**src/design/i2cram_pkg.sv**
```systemverilog
package i2cram_pkg;

  localparam logic [1:0] CMD_TICK  = 2'd0;
  localparam logic [1:0] CMD_WRITE = 2'd1;
  localparam logic [1:0] CMD_READ  = 2'd2;

  localparam logic CFG_DEVICE_ADDRESS = 1'b0;
  localparam logic CFG_ACK_TIMEOUT    = 1'b1;

  localparam logic [6:0] DEVICE_ADDRESS_RST = 7'd93;
  localparam logic [7:0] ACK_TIMEOUT_RST    = 8'd250;

  typedef struct packed {
    logic [1:0]  cmd;
    logic        sda_in;
    logic [15:0] reg_address;
    logic [7:0]  write_data;
    logic [7:0]  byte_count;
  } item_t;

  typedef struct packed {
    logic       scl_level;
    logic       sda_pull_low;
    logic [7:0] read_byte;
    logic       byte_valid;
    logic       last_byte;
    logic       done_res;
    logic       nack;
    logic       busy_res;
  } result_t;

endpackage

```
**src/design/i2cram_seq.sv**
```systemverilog
module i2cram_seq
  import i2cram_pkg::*;
(
  input  logic       clk,
  input  logic       rst_n,
  input  logic       step,
  input  item_t      item,
  input  logic [6:0] device_address,
  input  logic [7:0] ack_timeout,
  output result_t    res
);

  typedef enum logic [3:0] {
    PH_IDLE, PH_START, PH_HOLD, PH_TX_LO, PH_TX_HI, PH_ACK_LO, PH_ACK_HI,
    PH_RS_LO, PH_RS_HI, PH_RS_START, PH_RX_LO, PH_RX_HI, PH_MACK_LO,
    PH_MACK_HI, PH_STOP_LO, PH_STOP_HI
  } phase_t;

  phase_t      phase_r, phase_nxt;
  logic [3:0]  bit_cnt_r, bit_cnt_nxt;
  logic [7:0]  shift_r, shift_nxt;
  logic [7:0]  bytes_left_r, bytes_left_nxt;
  logic [7:0]  wait_cnt_r, wait_cnt_nxt;
  logic [15:0] reg_addr_r, reg_addr_nxt;
  logic [7:0]  wdata_r, wdata_nxt;
  logic        is_read_r, is_read_nxt;
  logic [1:0]  tx_idx_r, tx_idx_nxt;

  logic [3:0]  bit_cnt_inc;
  logic [7:0]  bytes_dec;

  assign bit_cnt_inc = bit_cnt_r + 4'd1;
  assign bytes_dec   = (bytes_left_r != 8'd0) ? bytes_left_r - 8'd1 : 8'd0;

  always_comb begin
    phase_nxt      = phase_r;
    bit_cnt_nxt    = bit_cnt_r;
    shift_nxt      = shift_r;
    bytes_left_nxt = bytes_left_r;
    wait_cnt_nxt   = wait_cnt_r;
    reg_addr_nxt   = reg_addr_r;
    wdata_nxt      = wdata_r;
    is_read_nxt    = is_read_r;
    tx_idx_nxt     = tx_idx_r;
    res            = '0;

    if (phase_r == PH_IDLE) begin
      if (item.cmd == CMD_WRITE || item.cmd == CMD_READ) begin
        reg_addr_nxt   = item.reg_address;
        wdata_nxt      = item.write_data;
        bytes_left_nxt = item.byte_count;
        is_read_nxt    = (item.cmd == CMD_READ);
        bit_cnt_nxt    = 4'd0;
        shift_nxt      = 8'd0;
        wait_cnt_nxt   = 8'd0;
        tx_idx_nxt     = 2'd0;
        phase_nxt      = PH_START;
      end
    end else if (item.cmd == CMD_TICK) begin
      case (phase_r)
        PH_START: phase_nxt = PH_HOLD;
        PH_HOLD: begin
          bit_cnt_nxt = 4'd0;
          phase_nxt   = PH_TX_LO;
          if (tx_idx_r == 2'd3) begin
            shift_nxt = {device_address, 1'b1};
          end else begin
            tx_idx_nxt = 2'd0;
            shift_nxt  = {device_address, 1'b0};
          end
        end
        PH_TX_LO: phase_nxt = PH_TX_HI;
        PH_TX_HI: begin
          shift_nxt   = {shift_r[6:0], 1'b0};
          bit_cnt_nxt = bit_cnt_inc;
          if (bit_cnt_inc >= 4'd8) begin
            wait_cnt_nxt = 8'd0;
            phase_nxt    = PH_ACK_LO;
          end else begin
            phase_nxt = PH_TX_LO;
          end
        end
        PH_ACK_LO: phase_nxt = PH_ACK_HI;
        PH_ACK_HI: begin
          if (!item.sda_in) begin
            case (tx_idx_r)
              2'd0: begin
                tx_idx_nxt  = 2'd1;
                shift_nxt   = reg_addr_r[15:8];
                bit_cnt_nxt = 4'd0;
                phase_nxt   = PH_TX_LO;
              end
              2'd1: begin
                tx_idx_nxt  = 2'd2;
                shift_nxt   = reg_addr_r[7:0];
                bit_cnt_nxt = 4'd0;
                phase_nxt   = PH_TX_LO;
              end
              2'd2: begin
                if (is_read_r) begin
                  phase_nxt = PH_RS_LO;
                end else begin
                  tx_idx_nxt  = 2'd3;
                  shift_nxt   = wdata_r;
                  bit_cnt_nxt = 4'd0;
                  phase_nxt   = PH_TX_LO;
                end
              end
              default: begin
                if (is_read_r && bytes_left_r != 8'd0) begin
                  shift_nxt   = 8'd0;
                  bit_cnt_nxt = 4'd0;
                  phase_nxt   = PH_RX_LO;
                end else begin
                  phase_nxt = PH_STOP_LO;
                end
              end
            endcase
          end else if (wait_cnt_r >= ack_timeout) begin
            res.nack  = 1'b1;
            phase_nxt = PH_STOP_LO;
          end else begin
            wait_cnt_nxt = wait_cnt_r + 8'd1;
          end
        end
        PH_RS_LO: phase_nxt = PH_RS_HI;
        PH_RS_HI: phase_nxt = PH_RS_START;
        PH_RS_START: begin
          tx_idx_nxt = 2'd3;
          phase_nxt  = PH_HOLD;
        end
        PH_RX_LO: phase_nxt = PH_RX_HI;
        PH_RX_HI: begin
          shift_nxt   = {shift_r[6:0], item.sda_in};
          bit_cnt_nxt = bit_cnt_inc;
          if (bit_cnt_inc >= 4'd8) begin
            res.read_byte  = {shift_r[6:0], item.sda_in};
            res.byte_valid = 1'b1;
            res.last_byte  = (bytes_left_r <= 8'd1);
            phase_nxt      = PH_MACK_LO;
          end else begin
            phase_nxt = PH_RX_LO;
          end
        end
        PH_MACK_LO: phase_nxt = PH_MACK_HI;
        PH_MACK_HI: begin
          bytes_left_nxt = bytes_dec;
          if (bytes_dec == 8'd0) begin
            phase_nxt = PH_STOP_LO;
          end else begin
            shift_nxt   = 8'd0;
            bit_cnt_nxt = 4'd0;
            phase_nxt   = PH_RX_LO;
          end
        end
        PH_STOP_LO: phase_nxt = PH_STOP_HI;
        PH_STOP_HI: begin
          res.done_res = 1'b1;
          phase_nxt    = PH_IDLE;
        end
        default: phase_nxt = PH_IDLE;
      endcase
    end

    // bus levels after this tick
    case (phase_nxt)
      PH_START:    begin res.scl_level = 1'b1; res.sda_pull_low = 1'b1; end
      PH_HOLD:     begin res.scl_level = 1'b0; res.sda_pull_low = 1'b1; end
      PH_TX_LO:    begin res.scl_level = 1'b0; res.sda_pull_low = ~shift_nxt[7]; end
      PH_TX_HI:    begin res.scl_level = 1'b1; res.sda_pull_low = ~shift_nxt[7]; end
      PH_ACK_LO:   begin res.scl_level = 1'b0; res.sda_pull_low = 1'b0; end
      PH_ACK_HI:   begin res.scl_level = 1'b1; res.sda_pull_low = 1'b0; end
      PH_RS_LO:    begin res.scl_level = 1'b0; res.sda_pull_low = 1'b0; end
      PH_RS_HI:    begin res.scl_level = 1'b1; res.sda_pull_low = 1'b0; end
      PH_RS_START: begin res.scl_level = 1'b1; res.sda_pull_low = 1'b1; end
      PH_RX_LO:    begin res.scl_level = 1'b0; res.sda_pull_low = 1'b0; end
      PH_RX_HI:    begin res.scl_level = 1'b1; res.sda_pull_low = 1'b0; end
      PH_MACK_LO: begin
        res.scl_level    = 1'b0;
        res.sda_pull_low = (bytes_left_nxt > 8'd1);
      end
      PH_MACK_HI: begin
        res.scl_level    = 1'b1;
        res.sda_pull_low = (bytes_left_nxt > 8'd1);
      end
      PH_STOP_LO:  begin res.scl_level = 1'b0; res.sda_pull_low = 1'b1; end
      PH_STOP_HI:  begin res.scl_level = 1'b1; res.sda_pull_low = 1'b1; end
      default:     begin res.scl_level = 1'b1; res.sda_pull_low = 1'b0; end
    endcase
    res.busy_res = (phase_nxt != PH_IDLE);
  end

  always_ff @(posedge clk) begin
    if (!rst_n) begin
      phase_r      <= PH_IDLE;
      bit_cnt_r    <= 4'd0;
      shift_r      <= 8'd0;
      bytes_left_r <= 8'd0;
      wait_cnt_r   <= 8'd0;
      reg_addr_r   <= 16'd0;
      wdata_r      <= 8'd0;
      is_read_r    <= 1'b0;
      tx_idx_r     <= 2'd0;
    end else if (step) begin
      phase_r      <= phase_nxt;
      bit_cnt_r    <= bit_cnt_nxt;
      shift_r      <= shift_nxt;
      bytes_left_r <= bytes_left_nxt;
      wait_cnt_r   <= wait_cnt_nxt;
      reg_addr_r   <= reg_addr_nxt;
      wdata_r      <= wdata_nxt;
      is_read_r    <= is_read_nxt;
      tx_idx_r     <= tx_idx_nxt;
    end
  end

endmodule

```
**src/design/i2c_register_access_master.sv**
```systemverilog
// A word is taken into the input register, then the sequencer steps it
// into the output register. Throughput: one word per cycle while the output
// is not stalled; the sequencer moves one phase per tick word while busy.
// A stalled output word holds the input register; only an empty one takes a word then.
// Reset (synchronous, rst_n low): sequencer idle, pipeline empty,
// device_address 93, ack_timeout 250.
module i2c_register_access_master
  import i2cram_pkg::*;
(
  input  logic        clk,
  input  logic        rst_n,
  input  logic        cfg_we,
  input  logic        cfg_index,
  input  logic [7:0]  cfg_wdata,
  input  logic        in_valid,
  output logic        in_stall,
  input  logic [1:0]  in_cmd,
  input  logic        in_sda_in,
  input  logic [15:0] in_reg_address,
  input  logic [7:0]  in_write_data,
  input  logic [7:0]  in_byte_count,
  output logic        out_valid,
  input  logic        out_stall,
  output logic        out_scl_level,
  output logic        out_sda_pull_low,
  output logic [7:0]  out_read_byte,
  output logic        out_byte_valid,
  output logic        out_last_byte,
  output logic        out_done_res,
  output logic        out_nack,
  output logic        out_busy_res
);

  logic [6:0] dev_addr_r;
  logic [7:0] ack_timeout_r;
  logic       s1_valid_r;
  item_t      s1_item_r;
  logic       out_valid_r;
  result_t    out_res_r;
  result_t    step_res;
  logic       s1_adv;
  logic       step;
  logic       in_acc;

  assign s1_adv   = !out_valid_r || !out_stall;
  assign step     = s1_valid_r && s1_adv;
  assign in_stall = s1_valid_r && !s1_adv;
  assign in_acc   = in_valid && !in_stall;

  always_ff @(posedge clk) begin
    if (!rst_n) begin
      dev_addr_r    <= DEVICE_ADDRESS_RST;
      ack_timeout_r <= ACK_TIMEOUT_RST;
    end else if (cfg_we) begin
      case (cfg_index)
        CFG_DEVICE_ADDRESS: dev_addr_r    <= cfg_wdata[6:0];
        CFG_ACK_TIMEOUT:    ack_timeout_r <= cfg_wdata;
        default:            ;
      endcase
    end
  end

  always_ff @(posedge clk) begin
    if (!rst_n) begin
      s1_valid_r <= 1'b0;
    end else if (in_acc) begin
      s1_valid_r <= 1'b1;
    end else if (step) begin
      s1_valid_r <= 1'b0;
    end
  end

  always_ff @(posedge clk) begin
    if (in_acc) begin
      s1_item_r <= '{cmd: in_cmd, sda_in: in_sda_in, reg_address: in_reg_address,
                     write_data: in_write_data, byte_count: in_byte_count};
    end
  end

  i2cram_seq u_seq (
    .clk            (clk),
    .rst_n          (rst_n),
    .step           (step),
    .item           (s1_item_r),
    .device_address (dev_addr_r),
    .ack_timeout    (ack_timeout_r),
    .res            (step_res)
  );

  always_ff @(posedge clk) begin
    if (!rst_n) begin
      out_valid_r <= 1'b0;
    end else if (step) begin
      out_valid_r <= 1'b1;
    end else if (!out_stall) begin
      out_valid_r <= 1'b0;
    end
  end

  always_ff @(posedge clk) begin
    if (step) begin
      out_res_r <= step_res;
    end
  end

  assign out_valid        = out_valid_r;
  assign out_scl_level    = out_res_r.scl_level;
  assign out_sda_pull_low = out_res_r.sda_pull_low;
  assign out_read_byte    = out_res_r.read_byte;
  assign out_byte_valid   = out_res_r.byte_valid;
  assign out_last_byte    = out_res_r.last_byte;
  assign out_done_res     = out_res_r.done_res;
  assign out_nack         = out_res_r.nack;
  assign out_busy_res     = out_res_r.busy_res;

  a_stall_needs_item: assert property (@(posedge clk) disable iff (!rst_n)
    in_stall |-> s1_valid_r && out_valid_r)
    else $error("input stalled with empty input register");

  a_done_is_idle: assert property (@(posedge clk) disable iff (!rst_n)
    out_valid && out_done_res |-> !out_busy_res && out_scl_level && !out_sda_pull_low)
    else $error("stop completion without idle bus");

  a_nack_goes_stop: assert property (@(posedge clk) disable iff (!rst_n)
    out_valid && out_nack |-> out_busy_res && !out_scl_level && out_sda_pull_low)
    else $error("acknowledge timeout not followed by stop");

  a_byte_zero: assert property (@(posedge clk) disable iff (!rst_n)
    out_valid && !out_byte_valid |-> out_read_byte == 8'd0 && !out_last_byte)
    else $error("read byte flags without a completed byte");

endmodule
```
**config.mk**
```make
export PLATFORM = sky130hd
export DESIGN_NAME = i2c_register_access_master
export DESIGN_NICKNAME = d
export VERILOG_FILES = /design/src/design/i2cram_pkg.sv /design/src/design/i2cram_seq.sv /design/src/design/i2c_register_access_master.sv
export SDC_FILE = /design/constraint.sdc
export NUM_CORES = 1
export LEC_CHECK = 0
export BUFFER_PORTS_ARGS = -buffer_cell sky130_fd_sc_hd__buf_4
export CORE_ASPECT_RATIO = 0.8
export CORE_MARGIN = 8
export CORE_UTILIZATION = 35
export DETAILED_ROUTE_END_ITERATION = 12
export PLACE_DENSITY = 0.51
export SLEW_MARGIN = 20
export SYNTH_ARGS = -nofsm -noshare
export SYNTH_HDL_FRONTEND = slang
export SYNTH_SLANG_ARGS = --single-unit
```
**constraint.sdc**
```tcl
create_clock -name clk -period 3.9 [get_ports clk]
set_clock_uncertainty 0.2 [all_clocks]
set_input_delay 0.39 -clock clk [delete_from_list [all_inputs] [get_ports clk]]
set_output_delay 0.39 -clock clk [all_outputs]
set_load 0.05 [all_outputs]
```
== After elaboration in Yosys (flattened, before gate mapping) ==
Index checks and enable logic that the tools add are counted.
Word-level totals
  bits in registers: 126
  bits of input ports: 49
  output and inout bits: 17
  word-level logic and storage cells: 183
Cells by class
  $add $sub $neg: 3
  magnitude comparators: 4
  equal/unequal tests: 44
  mux-type cells: 59
  bitwise logic cells: 7
  reductions and logical operators: 39
Operator list (count)
  two-way mux 8 bit: 18
  equality test 4 bit (second input constant): 14
  one-hot mux 4 bit (13 select lines): 1
  two-way mux 4 bit: 12
  one-hot mux 8 bit (5 select lines): 1
  equality test 4 x 3 -> 1 bit (second input constant): 7
  one-hot mux 8 bit (3 select lines): 1
  AND reduction 8 bit: 3
  equality test 4 x 2 -> 1 bit (second input constant): 4
  one-hot mux 4 bit (2 select lines): 2
  one-hot mux 4 bit (4 select lines): 1
  one-hot mux 8 bit (2 select lines): 1
  two-way mux 3 bit: 5
  inequality test 3 x 2 -> 1 bit (second input constant): 5
  two-way mux 2 bit: 7
  one-hot mux 2 bit (7 select lines): 1
  one-hot mux 2 bit (3 select lines): 2
  OR reduction 2 bit: 5
  OR reduction 3 bit: 3
  adder 8 x 1 -> 8 bit (second input constant): 1
  equality test 4 x 1 -> 1 bit (second input constant): 2
  greater-or-equal comparator 8 bit: 1
  > comparator 8 x 1 -> 1 bit (second input constant): 1
  <= comparator 8 x 1 -> 1 bit (second input constant): 1
  30 further kinds: 57

== Logic depth before layout (Yosys ltp) ==
Gate-level depths: netlist of run 1.
  depth after elaboration: 11
  depth in mapped cells: 11
  depth with buffers taken out: 10

== Modules after synthesis ==
A second synthesis of run 1 with hierarchy kept.
Second synthesis, totals
  cells, all modules: 622
  area, all modules: 6089.6 um^2
Modules (own cells, without submodules)
  i2cram_seq: instances 1, cells an instance 496, area each 3888.7 um^2
  i2c_register_access_master: instances 1, cells an instance 126, area each 2200.9 um^2

== Worst setup path after synthesis of run 1 ==
OpenSTA, ideal clock, no wires.
  kind: register -> register
  start point: register out_valid_r (netlist: out_valid)
  end point: register s1_item_r[0] in the netlist's numbering (enable)
  arrival: 2.549 ns
  slack: 0.720 ns
  cell stages (with the launch flop): 3
  cell sequence: dfxtp_1 -> and3_1 -> nor2b_1
Between the ends
  longest elaborated chain between the ends: 6
Ends and longest elaborated chain
  from (decl): RTL line i2c_register_access_master.sv:38  | logic out_valid_r;
  from (signal assigned): RTL line i2c_register_access_master.sv:92  | out_valid_r <= 1'b0;
  from (signal assigned): RTL line i2c_register_access_master.sv:94  | out_valid_r <= 1'b1;
  from (signal assigned): RTL line i2c_register_access_master.sv:96  | out_valid_r <= 1'b0;
  logical NOT 1 bit: RTL line i2c_register_access_master.sv:45  | assign s1_adv = !out_valid_r || !out_stall;
  logical OR 1 bit: RTL line i2c_register_access_master.sv:45
  logical NOT 1 bit: RTL line i2c_register_access_master.sv:47  | assign in_stall = s1_valid_r && !s1_adv;
  logical AND 1 bit: RTL line i2c_register_access_master.sv:47
  named net in_stall: RTL line i2c_register_access_master.sv:16  | output logic in_stall,
  logical NOT 1 bit: RTL line i2c_register_access_master.sv:48  | assign in_acc = in_valid && !in_stall;
  logical AND 1 bit: RTL line i2c_register_access_master.sv:48
  named net in_acc: RTL line i2c_register_access_master.sv:43  | logic in_acc;
  to (signal assigned): RTL line i2c_register_access_master.sv:75  | s1_item_r <= '{cmd: in_cmd, sda_in: in_sda_in, reg_address: in_reg_address,
  to (decl): RTL line i2c_register_access_master.sv:37  | item_t s1_item_r;
The timed path passes the listed nets, and every way through them passes these cells.
A chain may end at the register's enable or synchronous reset.

==> results of run 1 <==
flip-flops by register name, indices dropped and copies added, names as in the netlist, 8 cells and up:
name and flops:
u_seq.reg_addr_r 16, u_seq.wdata_r 8, u_seq.wait_cnt_r 8, out_read_byte 8, s1_item_r 35, u_seq.shift_r 8
u_seq.bytes_left_r 8, ack_timeout_r 8
critical path, delay by kind of cell, from the launching register on:
kind / cells / cell delay (ps)
AOI/OAI and AO/OA: 4 / 790
DFF: 1 / 480
and+or+nand+nor: 4 / 1650
power by group through the flow:
stage	Sequential [mW]	Clock, mW	Combinational, mW
4_1_cts	1.47	1.59	0.407
3_5_place_dp	1.50	0	0.375
3_3_place_gp	1.50	0	0.370
6_report	1.47	1.57	0.408
5_1_grt	1.48	1.65	0.447
2_1_floorplan	1.52	0	0.235
routing by layer:
layer  vias up  global-route usage [%]
met5         -                       0
met4         0                    5.44
met3        15                    4.07
met2       153                    20.9
met1      2356                    19.1
li1       2389                       -
stage by stage:
stage          hold WS, ps  cells  cell area (um2)  utilization, %  setup WS (ps)
6_report              11.4    941             7680            44.9            513
3_3_place_gp           263    872             6720            39.3            716
2_1_floorplan          239    605             6040               -            720
4_1_cts               1.57    941             7680            44.9            545
3_5_place_dp           266    872             6720            39.3            557
5_1_grt               17.2    941             7680            44.9            256
cell usage in the layout (no fill, tap or decap), types with 5 or more instances in the layout:
cell / netlist / final
sky130_fd_sc_hd__a21oi_1: 15 / 15
sky130_fd_sc_hd__dfxtp_1: 76 / 76
sky130_fd_sc_hd__o21ai_1: 5 / 5
sky130_fd_sc_hd__inv_1: 21 / 21
sky130_fd_sc_hd__nand3_1: 21 / 21
sky130_fd_sc_hd__xnor2_1: 5 / 5
sky130_fd_sc_hd__a21boi_0: 8 / 8
sky130_fd_sc_hd__nor2b_1: 40 / 39
sky130_fd_sc_hd__edfxtp_1: 50 / 50
sky130_fd_sc_hd__a222oi_1: 8 / 8
sky130_fd_sc_hd__a21boi_1: 7 / 7
sky130_fd_sc_hd__xor2_1: 8 / 8
sky130_fd_sc_hd__or3_1: 9 / 9
sky130_fd_sc_hd__dlygate4sd3_1: 0 / 38
sky130_fd_sc_hd__ha_1: 20 / 20
sky130_fd_sc_hd__mux2i_1: 26 / 26
sky130_fd_sc_hd__nor3_1: 9 / 9
sky130_fd_sc_hd__and3_1: 5 / 5
sky130_fd_sc_hd__o21ai_0: 20 / 20
sky130_fd_sc_hd__a22oi_1: 8 / 8
sky130_fd_sc_hd__buf_4: 4 / 73
sky130_fd_sc_hd__nor2_1: 31 / 31
sky130_fd_sc_hd__and2_1: 16 / 16
sky130_fd_sc_hd__clkbuf_16: 0 / 17
sky130_fd_sc_hd__a221oi_1: 7 / 7
sky130_fd_sc_hd__o22ai_1: 6 / 6
sky130_fd_sc_hd__o211ai_1: 8 / 8
sky130_fd_sc_hd__nand2_1: 84 / 84
sky130_fd_sc_hd__nand2b_1: 5 / 5
cells by family after synthesis:
group,after synthesis
simple gates,238
compound gates,128
flops,126
buf+inv,52
mux,28
fa+ha+maj,20
xor+xnor,13
cell type report:
type / instances / area, um2
Tap cell: 225 / 282
Timing Repair Buffer: 111 / 928
Inverter: 21 / 78.8
Clock buffer: 18 / 429
Multi-Input combinational cell: 427 / 2790
Fill cell: 1605 / 9430
Sequential cell: 126 / 3020
Clock inverter: 13 / 148
path summary, 6_finish.rpt:
| kind | from | endpoint | slack, ps | depth (start not counted) |
|---|---|---|---|---|
| worst max-delay path | u_seq.phase_r[3] | out_sda_pull_low | 510 | 8 |
| worst min-delay path | cfg_wdata[4] | dev_addr_r[4] | 10 | 3 |
| worst max register to register | u_seq.phase_r[3] | out_sda_pull_low | 510 | 8 |
| worst min register to register | ack_timeout_r[2] | ack_timeout_r[2] | 270 | 2 |
==> qor_table.md, run 1 <==
| Quantity | Value |
| --- | --- |
| Cell taking the most area after synthesis | sky130_fd_sc_hd__dfxtp_1 |
| Max-cap check violation count | 0 |
| Crit path max fanout | 16 |
| Pre-antenna DRT Iters | 5 |
| Synth area leaders | sky130_fd_sc_hd__dfxtp_1 (25%), sky130_fd_sc_hd__edfxtp_1 (25%), sky130_fd_sc_hd__nand2_1 (5.2%) |
| Layout cell share with drive strength beyond 1 | 15.6% |
| Cell chosen for the clock root | sky130_fd_sc_hd__clkbuf_16 |
| Wire length on met2 | 6630 um |
| Post-synthesis area per instance | 9.99 um2 |
| Metal3 WL | 977 um |
| Half-perimeter wire length after placement | 10,500 um |
| Die area | 0.0218 mm2 |
| Initial Utilization | 35.3% |
| Largest voltage drop on the vdd net | 0.388 mV |
| Power density cells | 449 mW/mm2 |
| Setup-failing EPs final | 0 |
| Netlist area before placement | 0.00604 mm2 |
| Max frequency | 0.295 GHz |
| Area share of the largest cell type after synthesis | 25.2% |
| Clock-pin slew of the registers on the worst-case setup and hold paths | 60 ps |
| Number of routed nets with antenna violations | 0 |
| Design internal power | 2.60 mW |
| Inserted Clock Buffers | 17 |
| Final weighted congestion of routability-driven global placement | 0.884 |
| Source-to-sink clock delay at the later pin of the worst-skew pair | 420 ps |
| Area of the core region | 0.0171 mm2 |
| M1 wire length | 7340 um |
| Most used flip-flop cell after synthesis | sky130_fd_sc_hd__dfxtp_1 |
| Share of the clock period used by the worst path | 86.8% |
| Outcome | finished clean |
| CP Data Arrival Time | 3350 ps |
| Sum Neg Setup Slack | 0 ps |
| Total number of clock tree sinks | 126 |
| TritonCTS clock tree | done |
| Chip height | 134 um |
| Ratio of routed vias to standard cells | 5.22 |
| Via Count | 4,913 |
| DRC viols | 0 |
| Maximum single-stage delay on the critical path | 910 ps |
| Pin slew with the least headroom to its limit | 949 ps |
| Min Tclk post-route | 3390 ps |
| Fraction of the yosys area taken by sequential cells | 50.0% |
| Synthesis-stage register bit count | 126 |
| Power after layout | 3.45 mW |
| Antenna fix cells | 0 |
| Top sig layer | met4 |
| GRT Util Overall | 14.2% |
| Largest net degree at the start of global routing | 74 |
| Number of buffer cells added on primary ports | 65 |
| Mux contribution to synthesized area | 4.68% |
| Unrepaired setup endpoints after global routing | no |
| Cell with the most instances after synthesis | sky130_fd_sc_hd__nand2_1 |
| Switching power summed over all nets | 0.848 mW |
| CTS H-Tree Depth | 4 |
| Total global routing overflow | 0 |
| Total number of yosys warnings | 0 |
| Final count of pins violating max slew | 0 |
| Count of hold buffers inserted by post-cts repair | 38 |
| Die width | 163 um |
| Critical path class | register to register |
| Number of DRC markers after the initial detailed-route iteration | 494 |
| Ports | 66 |
| Adder-cell share of the synthesized area | 4.14% |
| Synth Net Count | 674 |
| Worst rel slew slack | 35.8% |
| Switching Share | 24.6% |
| Critical path, cell by cell | nor4_2 > a22oi_1 > a22oi_1 > o21ai_1 > or4_1 > nor2_1 > nand4_1 > a211o_1 |
| Leak Pwr | 2.95 nW |
| Library cell appearing most often on the critical path | sky130_fd_sc_hd__a22oi_1 |
| Wire length of the first global-routing pass | 24,600 um |
| Via count of the first global-routing pass | 4,932 |
| Share of async-settable or async-resettable flops after synthesis | 0% |
| Number of buffers added for setup after CTS | 0 |
| Synth Area in Simple Gates | 19.9% |
| Count of distinct cell types in the synthesized netlist | 68 |
| Register share of total power | 42.7% |
| Number of synthesized flops with an enable pin | 50 |
| Post_cts resized | 0 |
| Xor and xnor area share after synthesis | 1.88% |
| CP endpoint kind | register |
| Critical Path Source Type | register |
| List of most frequent post-synthesis cells | sky130_fd_sc_hd__nand2_1 (84), sky130_fd_sc_hd__dfxtp_1 (76), sky130_fd_sc_hd__edfxtp_1 (50), sky130_fd_sc_hd__nor2b_1 (40), sky130_fd_sc_hd__nor2_1 (31) |
| Highest-delay cell along the critical path | sky130_fd_sc_hd__nor4_2 |
| Proportion of power drawn by combinational gates | 11.8% |
| Clock Tree Buf Depth | 2 |
| Hold crit path type | input port to register |
| Synthesis-to-finish area growth | 27.1% |
| Initial antenna violation count | 0 |
| Standard-cell row count | 43 |
| Worst endpoint required time | 3860 ps |
| Fraction of the mapped netlist area in compound gates | 15.5% |
| Largest family of logic cells by synthesized area | simple AND/OR/NAND/NOR gates |
| Number of hold violations in the final report | 0 |
| Clk pwr share | 45.5% |
| Nets@finish | 773 |
| WL per Instance | 16.1 um |
| Total Routed Length | 15,100 um |
| Synthesized instance count | 605 |
Power figures use the tool's default switching activity.
==> inputs of run 2 (changes only) <==
GPL_TIMING_DRIVEN = 0   (was not set)
==> run 2 against run 1 <==
Net effect:
- non-clock buffer count is 28 higher
- fmax is 6.4% higher
- die area stayed put
- highest routed layer unchanged
- clock power hardly changed
- critical path type unchanged
==> qor_table.md, run 2 (synthesized netlist as in run 1, its figures left out) <==
| Quantity | Value | Delta |
| --- | --- | --- |
| Switching Share | 25.1% | +0.54 points |
| CTS H-Tree Depth | 4 | unchanged |
| Power after layout | 3.50 mW | +1.5% |
| WL per Instance | 16.6 um | +3.2% |
| Proportion of power drawn by combinational gates | 12.5% | +0.7 points |
| Switching power summed over all nets | 0.879 mW | +3.8% |
| Max frequency | 0.314 GHz | +6.4% |
| Worst hold path cell count | 3 | unchanged |
| Worst endpoint required time | 3870 ps | about the same |
| Hold crit path type | input port to register |  |
| Largest voltage drop on the vdd net | 0.312 mV | -20% |
| Worst rel slew slack | 46.1% | +10 points |
| Chip height | 134 um | unchanged |
| Pin slew with the least headroom to its limit | 809 ps | -141 ps |
| Cell chosen for the clock root | sky130_fd_sc_hd__clkbuf_16 |  |
| Combined area of the multi-input logic cells | 0.00280 mm2 | +0.22% |
| Die area | 0.0218 mm2 | unchanged |
| GRT Util Overall | 15.0% | +0.89 points |
| Initial Utilization | 35.3% | unchanged |
| Initial antenna violation count | 0 | unchanged |
| Critical Path Source Type | register |  |
| Max reg flops | 35 | unchanged |
| Half-perimeter wire length after placement | 11,600 um | +9.8% |
| Number of routed nets with antenna violations | 0 | unchanged |
| Standard-cell row count | 43 | unchanged |
| Most used cells in the layout excluding fill and tap cells | sky130_fd_sc_hd__nand2_1 (84), sky130_fd_sc_hd__dfxtp_1 (76), sky130_fd_sc_hd__buf_4 (69) |  |
| Most frequent standard cell in the layout excluding fill and tap cells | sky130_fd_sc_hd__nand2_1 |  |
| Clock-pin slew of the registers on the worst-case setup and hold paths | 60 ps | about the same |
| Final weighted congestion of routability-driven global placement | 0.858 | -2.9% |
| Ports | 66 | unchanged |
| Area of the core region | 0.0171 mm2 | unchanged |
| Pre-antenna DRT Iters | 5 | unchanged |
| Via count of the first global-routing pass | 4,956 | +0.49% |
| Unrepaired setup endpoints after global routing | no |  |
| Final instance area | 0.00786 mm2 | +2.4% |
| Ratio of routed vias to standard cells | 5.12 | -1.9% |
| Wire length of the first global-routing pass | 25,700 um | +4.7% |
| Min Tclk post-route | 3180 ps | -205 ps |
| Leak Pwr | 3.03 nW | +2.8% |
| Layout cell share with drive strength beyond 1 | 16.4% | +0.73 points |
| Total global routing overflow | 0 | unchanged |
| Setup slack of the most critical reg-to-reg path | 720 ps | +200 ps |
| Synthesis-to-finish area growth | 30.1% |  |
| Outcome | finished clean |  |
| Power density cells | 445 mW/mm2 | -0.83% |
| Crit path max fanout | 10 | -6 |
| Clk pwr share | 45.6% | about the same |
| Number of DRC markers after the initial detailed-route iteration | 397 | -20% |
| Design internal power | 2.62 mW | +0.80% |
| Total number of clock tree sinks | 126 | unchanged |
| Largest register by flop count | s1_item_r |  |
| Register share of total power | 41.9% | -0.8 points |
| Sum Neg Setup Slack | 0 ps | unchanged |
| Worst Reg2Reg Path Length in Cells | 10 | +2 |
| Total placed instance area | 0.00685 mm2 | +1.9% |
| Post_cts resized | 0 | unchanged |
| Source-to-sink clock delay at the later pin of the worst-skew pair | 420 ps | about the same |
| Count of hold buffers inserted by post-cts repair | 42 | +11% |
| Inserted Clock Buffers | 17 | unchanged |
| Via Count | 4,966 | +1.1% |
| Number of hold violations in the final report | 0 | unchanged |
| TritonCTS clock tree | done |  |
| CP Data Arrival Time | 3150 ps | -200 ps |
| FF+latch area | 0.00302 mm2 | unchanged |
| Final count of pins violating max slew | 0 | unchanged |
| Number of buffers added for setup after CTS | 0 | unchanged |
| Largest regs | s1_item_r (35), u_seq.reg_addr_r (16) |  |
| CP endpoint kind | register |  |
| Share of the clock period used by the worst path | 81.6% | -5.2 points |
| Nets@finish | 801 | +3.6% |
| Setup-failing EPs final | 0 | unchanged |
| Die width | 163 um | unchanged |
| Max-cap check violation count | 0 | unchanged |
| Clock Tree Buf Depth | 2 | unchanged |
| Number of buffer cells added on primary ports | 64 | -1.5% |
| Critical path class | register to register |  |
| Total Routed Length | 16,100 um | +6.3% |
| DRC viols | 0 | unchanged |
| Antenna fix cells | 0 | unchanged |
| Fill cell total of the finished layout | 1,583 | -1.4% |
| Largest net degree at the start of global routing | 29 | -61% |
==> run 2: cell types whose count changed in the layout (fill, tap and decap cells not counted), moves of 2 or more <==
cell	before	now
sky130_fd_sc_hd__buf_1	0	3
sky130_fd_sc_hd__clkinv_1	4	2
sky130_fd_sc_hd__dlygate4sd3_1	38	42
sky130_fd_sc_hd__buf_6	0	3
sky130_fd_sc_hd__clkinv_2	2	4
sky130_fd_sc_hd__buf_2	0	4
sky130_fd_sc_hd__buf_4	73	69
sky130_fd_sc_hd__inv_6	1	3
sky130_fd_sc_hd__clkbuf_1	1	16
==> run 2: cell type report <==
cell class	count	share of cell area, %
sequential	126	38.4
multi-input combinational	427	35.6
timing repair buffer	108	11.8
clock buffer	17	5.41
tap	225	3.58
clock inverter	15	2.13
buffer	31	2.04
inverter	21	1.00
==> run 2: final timing paths <==
kind,startpoint,to
worst max-delay path,s1_item_r[33],out_sda_pull_low
worst max register to register,s1_item_r[33],out_sda_pull_low
worst min-delay path,cfg_wdata[6],dev_addr_r[6]
worst min register to register,u_seq.shift_r[6],u_seq.shift_r[6]
==> run 2: critical path, stage by stage, from the launching register on <==
cell	delay, ps
sky130_fd_sc_hd__edfxtp_1	370
sky130_fd_sc_hd__inv_1	90
sky130_fd_sc_hd__ha_1	260
sky130_fd_sc_hd__buf_1	430
sky130_fd_sc_hd__nand2_1	220
sky130_fd_sc_hd__nand2_1	120
sky130_fd_sc_hd__o221ai_1	140
sky130_fd_sc_hd__or4_1	510
sky130_fd_sc_hd__nor2_1	170
sky130_fd_sc_hd__nand4_1	120
sky130_fd_sc_hd__a211o_1	290
==> run 2: power by group through the flow <==
stage	Clock, mW	Sequential [mW]	Combinational [mW]
2_1_floorplan	0	1.52	0.235
3_3_place_gp	0	1.49	0.389
3_5_place_dp	0	1.49	0.398
4_1_cts	1.63	1.47	0.434
5_1_grt	1.69	1.47	0.475
6_report	1.60	1.47	0.436
==> run 2: through the flow <==
step / util (%) / setup WS (ps) / hold slack (ps) / std cells
2_1_floorplan: - / 720 / 239 / 605
3_3_place_gp: 39.8 / 388 / 264 / 894
3_5_place_dp: 40.0 / 739 / 266 / 896
4_1_cts: 46.0 / 727 / 1.58 / 970
5_1_grt: 46.0 / 515 / 18.8 / 970
6_report: 46.0 / 718 / 16.9 / 970
==> run 2: routing by layer <==
layer  track usage (%)  part of all wire (%)  vias to the layer above
met5                 0                     0                        -
met4              5.65                   1.3                        0
met3              4.29                   6.1                       15
met2              22.4                    44                      162
met1              20.2                    48                     2346
li1                  -                     -                     2443
==> inputs of run 3 (changes only) <==
PLACE_DENSITY = 0.53   (was 0.51)
clock period = 2.8 ns   (was 3.9 ns; I/O delays follow)
==> run 3 against run 2 <==
Net effect:
- the flow now finishes with violations (negative setup slack)
- global-route usage about the same
- core utilization is 2.7 points higher
- cell area up 5.8%
- count of clock-buffer cells in the layout is 5 higher
- via count up 1.6%
- worst hold slack better by 180 ps
- wire length up 1.9%
- critical endpoint unchanged
- first-iteration DRC count up 5.8%
- register-to-register slack lost 760 ps
- sequential power increased by 39%
- die area unchanged
==> qor_table.md, run 3 (synthesized netlist as in run 1, its figures left out) <==
| Quantity | Value | Delta |
| --- | --- | --- |
| Most frequent standard cell in the layout excluding fill and tap cells | sky130_fd_sc_hd__buf_4 |  |
| GRT Util Overall | 15.0% | about the same |
| Max-cap check violation count | 0 | unchanged |
| Via Count | 5,043 | +1.6% |
| Ports | 66 | unchanged |
| Proportion of power drawn by combinational gates | 14.2% | +1.7 points |
| DP Cell Count | 896 | unchanged |
| Number of buffer cells added on primary ports | 64 | unchanged |
| Half-perimeter wire length after placement | 11,400 um | -1.3% |
| Largest net degree at the start of global routing | 29 | unchanged |
| Pin slew with the least headroom to its limit | 714 ps | -94.9 ps |
| Clock Tree Buf Depth | 2 | unchanged |
| Most used cells in the layout excluding fill and tap cells | sky130_fd_sc_hd__buf_4 (89), sky130_fd_sc_hd__nand2_1 (81), sky130_fd_sc_hd__dfxtp_1 (69) |  |
| Max reg flops | 35 | unchanged |
| Number of hold violations in the final report | 0 | unchanged |
| Largest voltage drop on the vdd net | 0.464 mV | +49% |
| Combined area of the multi-input logic cells | 0.00302 mm2 | +7.9% |
| Die width | 163 um | unchanged |
| Reg2reg end | out_sda_pull_low |  |
| Standard-cell row count | 43 | unchanged |
| Source-to-sink clock delay at the later pin of the worst-skew pair | 410 ps | about the same |
| Final setup slack of the worst path | -39.5 ps | -757 ps |
| Inserted Clock Buffers | 17 | unchanged |
| Number of DRC markers after the initial detailed-route iteration | 420 | +5.8% |
| Synthesis-to-finish area growth | 37.6% |  |
| Worst hold path cell count | 3 | unchanged |
| Number of routed nets with antenna violations | 0 | unchanged |
| CP endpoint kind | register |  |
| Nets@finish | 824 | +2.9% |
| TritonCTS clock tree | done |  |
| Count of non-filler cells in the finished layout | 993 | +2.4% |
| Switching Share | 24.9% | -0.21 points |
| Initial antenna violation count | 0 | unchanged |
| Leak Pwr | 3.19 nW | +5.3% |
| Setup slack of the most critical reg-to-reg path | -40 ps | -760 ps |
| Power after layout | 4.91 mW | +40% |
| Unrepaired setup endpoints after global routing | yes |  |
| Finished Core Util | 48.6% | +2.7 points |
| Max frequency | 0.352 GHz | +12% |
| Worst endpoint required time | 2760 ps | -1110 ps |
| Cell chosen for the clock root | sky130_fd_sc_hd__clkbuf_16 |  |
| Power density cells | 591 mW/mm2 | +33% |
| Setup-failing EPs final | 1 | +1 |
| Hold EP | u_seq.bit_cnt_r[0] |  |
| Final weighted congestion of routability-driven global placement | 0.883 | +2.9% |
| Register share of total power | 41.7% | -0.2 points |
| Switching power summed over all nets | 1.22 mW | +39% |
| WL per Instance | 16.5 um | -0.49% |
| Die area | 0.0218 mm2 | unchanged |
| CP Data Arrival Time | 2800 ps | -350 ps |
| Antenna fix cells | 0 | unchanged |
| Total number of clock tree sinks | 126 | unchanged |
| Chip height | 134 um | unchanged |
| FF+latch area | 0.00304 mm2 | +0.62% |
| Layout cell share with drive strength beyond 1 | 23.8% | +7.5 points |
| Total Routed Length | 16,400 um | +1.9% |
| Min Tclk post-route | 2840 ps | -343 ps |
| Wire length of the first global-routing pass | 26,000 um | +1.1% |
| Fill cell total of the finished layout | 1,573 | -0.63% |
| Pre-antenna DRT Iters | 6 | +1 |
| Hold WS | 201 ps | +184 ps |
| Critical path class | register to register |  |
| Final count of pins violating max slew | 0 | unchanged |
| Via count of the first global-routing pass | 4,932 | -0.48% |
| Largest register by flop count | s1_item_r |  |
| Largest regs | s1_item_r (35), u_seq.reg_addr_r (16) |  |
| Violations in the final reports | negative setup slack |  |
| Design internal power | 3.69 mW | +41% |
| Total global routing overflow | 0 | unchanged |
| Initial Utilization | 35.3% | unchanged |
| Hold crit path type | input port to register |  |
| Outcome | finished, violations left |  |
| Clk pwr share | 44.1% | -1.5 points |
| Crit path max fanout | 10 | unchanged |
| Beginning of the worst register-to-register path | u_seq.phase_r[1] |  |
| Area of the core region | 0.0171 mm2 | unchanged |
| DRC viols | 0 | unchanged |
| Min-delay src | rst_n |  |
| Clock-pin slew of the registers on the worst-case setup and hold paths | 60 ps | about the same |
| CTS H-Tree Depth | 4 | unchanged |
| Worst rel slew slack | 52.4% | +6.3 points |
| Critical Path Source Type | register |  |
| Share of the clock period used by the worst path | 101% | +20 points |
| Ratio of routed vias to standard cells | 5.08 | -0.80% |
| Placement Setup Slack | -409 ps | -1150 ps |
| Worst Reg2Reg Path Length in Cells | 9 | -1 |
-- run 3: routing by layer --
metal / up-vias / share of wire (%) / wire (um) / track usage [%]
met2: 172 / 45 / 7360 / 22.9
li1: 2491 / - / - / -
met3: 8 / 6.3 / 1040 / 4.04
met4: 0 / 0.58 / 95 / 3.66
met1: 2372 / 48 / 7900 / 20.7
met5: - / 0 / 0 / 0
-- run 3: final cells by class --
cell class / instances / share of cell area, %
multi-input combinational: 427 / 36.3
inverter: 21 / 1.01
tap: 225 / 3.38
buffer: 28 / 2.03
sequential: 126 / 36.6
clock inverter: 10 / 1.34
timing repair buffer: 134 / 13.7
clock buffer: 22 / 5.70
-- run 3: how the worst max path moves through the flow --
stage / startpoint / cells past startpoint / to
6_report: u_seq.phase_r[1] / 9 / out_sda_pull_low
5_1_grt: u_seq.phase_r[2] / 9 / out_sda_pull_low
4_1_cts: u_seq.bytes_left_r[0] / 10 / out_sda_pull_low
3_5_place_dp: s1_item_r[34] / 10 / out_sda_pull_low
3_3_place_gp: s1_item_r[33] / 5 / out_last_byte
2_1_floorplan: s1_item_r[32] / 10 / out_sda_pull_low
-- run 3: metrics by stage --
step | area [um2] | TNS (ps)
finish | 8320 | -39.5
global route | 8320 | -119
CTS | 8100 | 0
detailed placement | 6850 | -514
global placement | 6810 | -3830
floorplan | 6050 | 0
-- run 3: what timing repair did --
item	in CTS	in global routing
pin swaps	10	14
hold buffers	47	0
resized for setup	33	40
buffers inserted	10	11
setup endpoints to repair	3	37
endpoints found under the hold margin	52	0
-- run 3: power by group through the flow --
stage	registers, mW	logic [mW]	clock network (mW)
after floorplan	2.11	0.327	0
after global placement	2.08	0.541	0
after detailed placement	2.08	0.552	0
after CTS	2.05	0.654	2.22
after global routing	2.06	0.751	2.31
final	2.05	0.697	2.17
-- run 3: critical path, cell delays in order, from the launching register on --
cell and delay, ps:
sky130_fd_sc_hd__dfxtp_4 380, sky130_fd_sc_hd__buf_6 150, sky130_fd_sc_hd__and4b_2 370, sky130_fd_sc_hd__a22oi_2 120
sky130_fd_sc_hd__a22oi_2 170, sky130_fd_sc_hd__o21ai_2 90, sky130_fd_sc_hd__or4_4 530, sky130_fd_sc_hd__nor2_4 110
sky130_fd_sc_hd__nand4_1 130, sky130_fd_sc_hd__a211o_1 350
